`src/rtl/smdu_addr_unit.sv`:
```
// Shared stack index subtractor and heap address range check.
module smdu_addr_unit #(
    parameter int unsigned CMP_W     = 12,
    parameter int unsigned HEAP_SIZE = 4096,
    parameter int unsigned HEAP_AW   = 12
) (
    input  logic [CMP_W-1:0]   i_base,
    input  logic [CMP_W-1:0]   i_sub,
    input  logic [63:0]        i_word,
    output logic [CMP_W-1:0]   o_diff,
    output logic               o_heap_ok,
    output logic [HEAP_AW-1:0] o_slot
);

    assign o_diff = i_base - i_sub;

    // A stack word is a heap address only when it is non-negative and in range.
    assign o_heap_ok = !i_word[63] && (i_word < 64'(HEAP_SIZE));
    assign o_slot    = i_word[HEAP_AW-1:0];

endmodule

```
`config.mk`:
```
export PLATFORM = sky130hd
export DESIGN_NAME = smdu_addr_unit
export DESIGN_NICKNAME = d
export VERILOG_FILES = /design/src/rtl/smdu_addr_unit.sv
export SDC_FILE = /design/constraint.sdc
export NUM_CORES = 1
export LEC_CHECK = 0
export BUFFER_PORTS_ARGS = -buffer_cell sky130_fd_sc_hd__buf_2
export CAP_MARGIN = 20
export CORE_ASPECT_RATIO = 0.75
export CORE_MARGIN = 5
export CORE_UTILIZATION = 31
export DETAILED_ROUTE_END_ITERATION = 16
export PLACE_DENSITY_LB_ADDON = 0.12
export SYNTH_ARGS = -nofsm -noshare
export SYNTH_HDL_FRONTEND = slang
export SYNTH_SLANG_ARGS = --single-unit
```
`constraint.sdc`:
```
create_clock -name vclk -period 2.2
set_clock_uncertainty 0.15 [all_clocks]
set_input_delay 0 -clock vclk [all_inputs]
set_output_delay 0 -clock vclk [all_outputs]
set_load 0.03 [all_outputs]
```
==> flow_summary.ini, run 1 <==
[run_status]
status = complete, no violations

[grt]
grt_pass1_vias = 999
grt_usage_pct = 14.19
grt_max_degree = 8
overflow = 0
grt_pass1_wl_mm = 4.043
antenna_found_initial = 0

[clock_network]
post_cts_buffers = 0
cts_resized = 0
cts_hold_buf = 12

[worst_setup_path]
crit_required_ns = 2.05
worst-setup-path-type = in -> out
crit_chain = buf_2, inv_1, ha_1, fa_1, nor2b_4, o31a_1, or2_1, a221o_1, xor2_1, buf_2
endpoint_kind = output pin
cp_max_fo = 3
slowest_delay_ns = 0.31
crit_top_cell = buf_2
worstPathArrival_ns = 1.80
startpoint_type = input pin
crit_slowest_cell = a221o_1

[yosys]
synth_common_cells = 14 x inv_1, 14 x nor4_1, 12 x buf_4
ys_warn_count = 0
synth_top_area_share_pct = 18.84
synth.largest_area_cell = ha_1
syn_inst = 102
synth_cell_types = 27
syn_area_um2 = 730.7
synth.area.top_cells = ha_1 19%, buf_4 12%, nor4_1 12%
seq_area_frac_synth_pct = 0
syn-num-nets = 202
avgSynthCellArea_um2 = 7.164

[power_and_ir_drop]
netSwitchingPower_w = 0.0002332
pwr-share-clk_pct = 0
power_frac_seq_pct = 0
combPwrFrac_pct = 100.0
swShare_pct = 58.44
p_leak_nw = 0.7019
power_density_nw_per_um2 = 320.8
power.internal_w = 0.0001658
ir_drop_v = 0.0001708

[placement]
pre_cts_ws_ns = 0.2494
hpwl_mm = 2.377
io_buffers = 89
gp_congestion = 0.7195

[run]
maxCapViolations = 0

[floorplanning]
die_w_um = 66.06
initial_core_util_pct = 32.18
ioPinCount = 113
rows = 15
core_region_area_um2 = 2271
fp.dieH_um = 52.05
die_area_um2 = 3438

[timing]
setup_tns_ns = 0
slew_headroom_pct = 73.54
rsz0062_at_grt = false
fmax_ghz = 0.5124
period_share_pct = 88.71
slew_viol_final = 0
fin_ws_ns = 0.2483
finalHoldViolations = 0
worstMarginPinSlew_ns = 0.3926
finalCriticalPeriod_ns = 1.952
final-setup-viol-count = 0

[finish]
seq_cells = 0
synthToLayoutAreaGrowth_pct = 70.21
regArea_um2 = 0
n_antenna_cell = 0
drive_gt1_share_pct = 48.42
clock_buffers = 0
finalNetCount = 292

[route]
vias_per_cell = 4.656
ant_nets = 0
wirelength_mm = 2.806
drc_errors = 0
via_count = 1043
dr.pass1.iters = 4
drt_iter0_markers = 11
wl_per_cell_um = 12.53

[worst_hold_path]
hp-class = in -> out
-- worst max-delay path: cells and delay by family --
kind / cells / cell delay [ns]
AND/OR/NAND/NOR: 2 / 0.30
buffers and inverters: 3 / 0.34
XOR/XNOR: 1 / 0.14
AO/OA/AOI/OAI: 2 / 0.57
adder cells (fa/ha/maj): 2 / 0.45
-- layer usage --
| metal | up-vias | track usage, % | share of wire, % |
|---|---|---|---|
| met5 | - | 0 | 0 |
| met3 | 0 | 2.592 | 12 |
| met1 | 442 | 15.47 | 37 |
| li1 | 539 | - | - |
| met4 | 0 | 0 | 0 |
| met2 | 62 | 29.78 | 51 |
-- cell families (layout without fill, tap and decap cells) --
family	Yosys count	count (layout)	share of synthesized area, %
compound gates	24	24	23.46
xor+xnor	9	9	10.79
fa+ha+maj	12	12	21.58
buf+inv	27	115	20.21
simple gates	30	30	23.97
-- power by group through the flow --
stage | Clock [W] | Combinational [W] | Sequential [W]
2_1_floorplan | 0 | 0.000269 | 0
3_3_place_gp | 0 | 0.000355 | 0
3_5_place_dp | 0 | 0.000359 | 0
4_1_cts | 0 | 0.000403 | 0
5_1_grt | 0 | 0.000436 | 0
6_report | 0 | 0.000399 | 0
-- layout by cell type, fill, tap and decap left out, types with 3 or more instances in the layout --
cell / synthesis / routed
dlygate4sd3_1: 0 / 12
ha_1: 11 / 11
nor2_1: 5 / 5
xor2_1: 4 / 4
inv_1: 14 / 14
nor4_1: 14 / 14
nand4_1: 3 / 3
buf_2: 0 / 89
a31oi_1: 3 / 3
xnor2_1: 5 / 5
o21a_1: 3 / 3
o21ai_0: 3 / 3
a21o_1: 3 / 3
a21oi_1: 4 / 4
nand2_1: 3 / 3
-- path summary, 6_finish.rpt --
check / from / endpoint / slack, ns / cells past startpoint
setup / recovery: i_base[0] / o_diff[8] / 0.25 / 10
hold / removal: i_word[45] / o_heap_ok / 0.22 / 5
-- per-stage QoR --
stage | std cells | total power, W | area [µm²] | hold slack [ns] | util [%]
after floorplan | 102 | 0.0002689 | 730.7 | -0.01833 | -
after global placement | 212 | 0.0003548 | 1124 | -0.1498 | 49.48
after detailed placement | 212 | 0.0003590 | 1124 | -0.1498 | 49.48
after CTS | 224 | 0.0004027 | 1244 | 0.2269 | 54.77
after global routing | 224 | 0.0004357 | 1244 | 0.2507 | 54.77
final | 224 | 0.0003989 | 1244 | 0.2240 | 54.77
-- layout make-up --
cell class	count	area, µm²
Tap cell	34	42.54
Multi-Input combinational cell	75	583.1
Fill cell	226	1027
Inverter	14	52.55
Timing Repair Buffer	101	565.5
(Power assumes the default switching activity.)
==> inputs of run 2 (changes only) <==
==> config.mk (replaced) <==
export PLATFORM = sky130hd
export DESIGN_NAME = smdu_addr_unit
export DESIGN_NICKNAME = d
export VERILOG_FILES = /design/src/rtl/smdu_addr_unit.sv
export SDC_FILE = /design/constraint.sdc
export NUM_CORES = 1
export LEC_CHECK = 0
export CAP_MARGIN = 20
export CORE_MARGIN = 5
export CORE_UTILIZATION = 56
export DETAILED_ROUTE_END_ITERATION = 16
export DONT_BUFFER_PORTS = 1
export PLACE_DENSITY_LB_ADDON = 0.12
export SYNTH_ARGS = -nofsm -noshare
export SYNTH_HDL_FRONTEND = slang
export SYNTH_SLANG_ARGS = --single-unit
export TNS_END_PERCENT = 50
==> flow_summary.ini, run 2 (synthesized netlist as in run 1, its figures left out) <==
[run_status]
status = complete, no violations

[grt]
overflow = 0
grt_max_degree = 8
antenna_found_initial = 0
grt_pass1_vias = 824
grt_pass1_wl_mm = 3.180
grt_usage_pct = 19.54

[worst_setup_path]
worstSetupEndpoint = o_diff[8]
crit_slowest_cell = a221o_1
worstPathArrival_ns = 1.71
endpoint_kind = output pin
crit_start = i_base[0]
cp_max_fo = 3
crit_required_ns = 2.05
slowest_delay_ns = 0.32
worst-setup-path-type = in -> out
crit_chain = inv_1, ha_1, fa_1, nor2b_4, o31a_1, or2_1, a221o_1, xor2_1, buf_4
startpoint_type = input pin

[finish]
clock_buffers = 0
synthToLayoutAreaGrowth_pct = 15.24
seq_cells = 0
drive_gt1_share_pct = 10.91
n_antenna_cell = 0
fin_cells = 125
finalNetCount = 212
regArea_um2 = 0
post-route-util_pct = 66.37
layout_common_cells = 14 x inv_1, 14 x nor4_1, 12 x dlygate4sd3_1

[power_and_ir_drop]
power_density_nw_per_um2 = 408.9
ir_drop_v = 0.0003241
p_leak_nw = 0.3944

[floorplanning]
rows = 13
die_w_um = 46.12
die_area_um2 = 2127
core_region_area_um2 = 1269
initial_core_util_pct = 57.59
ioPinCount = 113
fp.dieH_um = 46.12

[timing]
fmax_ghz = 0.5370
finalHoldViolations = 0
slew_viol_final = 0
final-setup-viol-count = 0
rsz0062_at_grt = false
setup_tns_ns = 0
slew_headroom_pct = 52.78
period_share_pct = 84.64
finalCriticalPeriod_ns = 1.862
worstMarginPinSlew_ns = 0.7033

[route]
dr.pass1.iters = 4
drc_errors = 0
wirelength_mm = 2.386
wl_per_cell_um = 19.09
vias_per_cell = 6.472
drt_iter0_markers = 7
via_count = 809
ant_nets = 0

[placement]
hpwl_mm = 1.897
dp.cells = 113
gp_congestion = 0.7437
io_buffers = 0

[worst_hold_path]
hp-class = in -> out

[run]
maxCapViolations = 0
==> run 2: changes by cell type in the layout (fill, tap and decap cells not counted) <==
cell | previous run | this run
buf_4 | 0 | 9
buf_2 | 89 | 0
==> run 2: how the worst min path moves through the flow <==
stage	startpoint	to	slack, ns	cells after the start
4_1_cts	i_sub[0]	o_diff[0]	0.07	2
3_5_place_dp	i_word[10]	o_slot[10]	-0.15	0
6_report	i_sub[0]	o_diff[0]	0.07	2
3_3_place_gp	i_word[10]	o_slot[10]	-0.15	0
5_1_grt	i_sub[0]	o_diff[0]	0.09	2
2_1_floorplan	i_word[0]	o_slot[0]	-0.02	1
==> run 2: metal layers <==
layer / GRT usage (%) / vias up / part of all wire, % / wire, µm
li1: - / 378 / - / -
met1: 20.55 / 371 / 35 / 829
met2: 39.84 / 56 / 56 / 1327
met3: 1.563 / 4 / 7.8 / 185
met4: 5.114 / 0 / 1.9 / 45
met5: 0 / - / 0 / 0
==> run 2: metrics by stage <==
| step | hold WS (ns) | area (µm²) | power [W] | setup slack, ns |
|---|---|---|---|---|
| floorplan | -0.01833 | 730.7 | 0.0002689 | 0.2996 |
| global placement | -0.1498 | 721.9 | 0.0002963 | 0.4297 |
| detailed placement | -0.1498 | 721.9 | 0.0002999 | 0.3704 |
| CTS | 0.07449 | 842.1 | 0.0003431 | 0.3603 |
| global route | 0.08768 | 842.1 | 0.0003675 | 0.2492 |
| finish | 0.07211 | 842.1 | 0.0003443 | 0.3380 |
==> run 2: layout make-up <==
class	count	area (µm²)
Fill cell	107	426.7
Inverter	14	52.55
Multi-Input combinational cell	75	583.1
Tap cell	15	18.77
Timing Repair Buffer	21	187.7
==> run 2: where the power goes <==
group | leakage (nW) | total, W | switching, W | internal (W)
Sequential | 0 | 0 | 0 | 0
Combinational | 0.394 | 0.000344 | 0.000215 | 0.000129
Clock | 0 | 0 | 0 | 0
Total | 0.394 | 0.000344 | 0.000215 | 0.000129
==> run 2: critical path, delay by kind of cell <==
family	cells	cell delay, ns
compound gates	2	0.59
xor+xnor	1	0.17
fa+ha+maj	2	0.45
buf+inv	2	0.23
simple gates	2	0.29
==> run 2: repair_timing <==
action | 4_1_cts | 5_1_grt
hold buffers | 12 | 0
endpoints found under the hold margin | 12 | 0
resized for setup | 0 | 0
setup buffers | 0 | 0
==> inputs of run 3 (changes only) <==
==> constraint.sdc (replaced) <==
create_clock -name vclk -period 1.89
set_clock_uncertainty 0.15 [all_clocks]
set_input_delay 0 -clock vclk [all_inputs]
set_output_delay 0 -clock vclk [all_outputs]
set_load 0.03 [all_outputs]
==> flow_summary.ini, run 3 (synthesized netlist as in run 1, its figures left out) <==
[worst_setup_path]
worstPathArrival_ns = 1.68
endpoint_kind = output pin
crit_slowest_cell = a221o_1
crit_chain = inv_1, ha_4, fa_2, nor2b_4, o31a_1, or2_1, a221o_1, xor2_2, buf_6
slowest_delay_ns = 0.36
cp_max_fo = 3
crit_required_ns = 1.74
worst-setup-path-type = in -> out
startpoint_type = input pin

[worst_hold_path]
holdPathEnd = o_diff[0]
hold_path_startpoint = i_sub[0]
hold_depth = 2
hp-class = in -> out

[finish]
layout_common_cells = 14 x inv_1, 14 x nor4_1, 12 x dlygate4sd3_1
fill_cells = 112
fin_cells = 126
n_antenna_cell = 0
clock_buffers = 0
finalNetCount = 213
seq_cells = 0
drive_gt1_share_pct = 14.41
synthToLayoutAreaGrowth_pct = 19.86
regArea_um2 = 0

[timing]
finalHoldViolations = 0
fmax_ghz = 0.5454
slew_headroom_pct = 53.45
period_share_pct = 97.02
fin_ws_ns = 0.05641
final-setup-viol-count = 0
worstMarginPinSlew_ns = 0.6932
finalCriticalPeriod_ns = 1.834
slew_viol_final = 0
setup_tns_ns = 0

[run]
maxCapViolations = 0

[floorplanning]
core_region_area_um2 = 1269
rows = 13
fp.dieH_um = 46.12
ioPinCount = 113
die_area_um2 = 2127
die_w_um = 46.12
initial_core_util_pct = 57.59

[placement]
hpwl_mm = 1.869
dp.cells = 114
io_buffers = 0
gp_congestion = 0.8413
pre_cts_ws_ns = 0.05629

[power_and_ir_drop]
p_leak_nw = 0.4005
combPwrFrac_pct = 100.0
swShare_pct = 61.11
power.internal_w = 0.0001615
ir_drop_v = 0.0003141
power_frac_seq_pct = 0
power_density_nw_per_um2 = 474.2
total_power_w = 0.0004153
netSwitchingPower_w = 0.0002538
pwr-share-clk_pct = 0

[run_status]
status = complete, no violations

[route]
ant_nets = 0
wl_per_cell_um = 19.25
wirelength_mm = 2.425
via_count = 775
vias_per_cell = 6.151
drc_errors = 0
dr.pass1.iters = 4
drt_iter0_markers = 6

[grt]
antenna_found_initial = 0
grt_pass1_wl_mm = 3.153
grt_usage_pct = 19.49
grt_pass1_vias = 728
overflow = 0
grt_max_degree = 8
[run 3: cell types whose count changed in the layout (fill, tap and decap cells not counted)]
cell    previous run  this run
buf_6              0         1
fa_1               1         0
fa_2               0         1
ha_1              11        10
ha_4               0         1
xor2_1             4         3
xor2_2             0         1
[run 3: critical path, delay by kind of cell]
family	cells	cell delay, ns
buf+inv	2	0.22
xor+xnor	1	0.16
simple gates	2	0.29
compound gates	2	0.62
fa+ha+maj	2	0.40
[run 3: worst max-delay path by stage]
stage | endpoint | cells after the start | from
CTS | o_diff[8] | 9 | i_base[0]
floorplan | o_diff[10] | 8 | i_base[0]
global placement | o_diff[8] | 9 | i_base[0]
global route | o_diff[8] | 9 | i_base[0]
finish | o_diff[8] | 9 | i_base[0]
detailed placement | o_diff[8] | 9 | i_base[0]
[run 3: stage by stage]
step	hold WS [ns]	utilization [%]	area [µm²]
6_report	0.08545	69.03	875.8
5_1_grt	0.09761	69.03	875.8
4_1_cts	0.07424	67.55	857.1
3_5_place_dp	-0.1496	58.09	737.0
3_3_place_gp	-0.1496	58.09	737.0
2_1_floorplan	-0.01833	-	738.2
[run 3: layer usage]
| metal | global-route usage, % | wire length, µm | share of wire, % | vias to the layer above |
|---|---|---|---|---|
| met1 | 21.81 | 840 | 35 | 342 |
| met3 | 3.125 | 266 | 11 | 0 |
| met2 | 39.56 | 1318 | 54 | 55 |
| li1 | - | - | - | 378 |
| met4 | 0 | 0 | 0 | 0 |
| met5 | 0 | 0 | 0 | - |
[run 3: final cells by class]
type,instances,area [µm²],area share [%]
well taps,15,18.77,2.143
repair buffers,22,198.9,22.71
inverters,14,52.55,6.000
multi-input cells,75,605.6,69.14
[run 3: power by group through the flow]
stage,registers [W],clock network (W),logic (W)
final,0,0,0.000415
after global routing,0,0,0.000441
after CTS,0,0,0.000405
after detailed placement,0,0,0.000355
after global placement,0,0,0.000352
after floorplan,0,0,0.000316
[run 3: what timing repair did]
item / in CTS / in global routing
endpoints found under the setup margin: 0 / 2
setup buffers: 0 / 0
hold buffers: 12 / 0
endpoints found under the hold margin: 12 / 0
gates resized for setup: 0 / 4
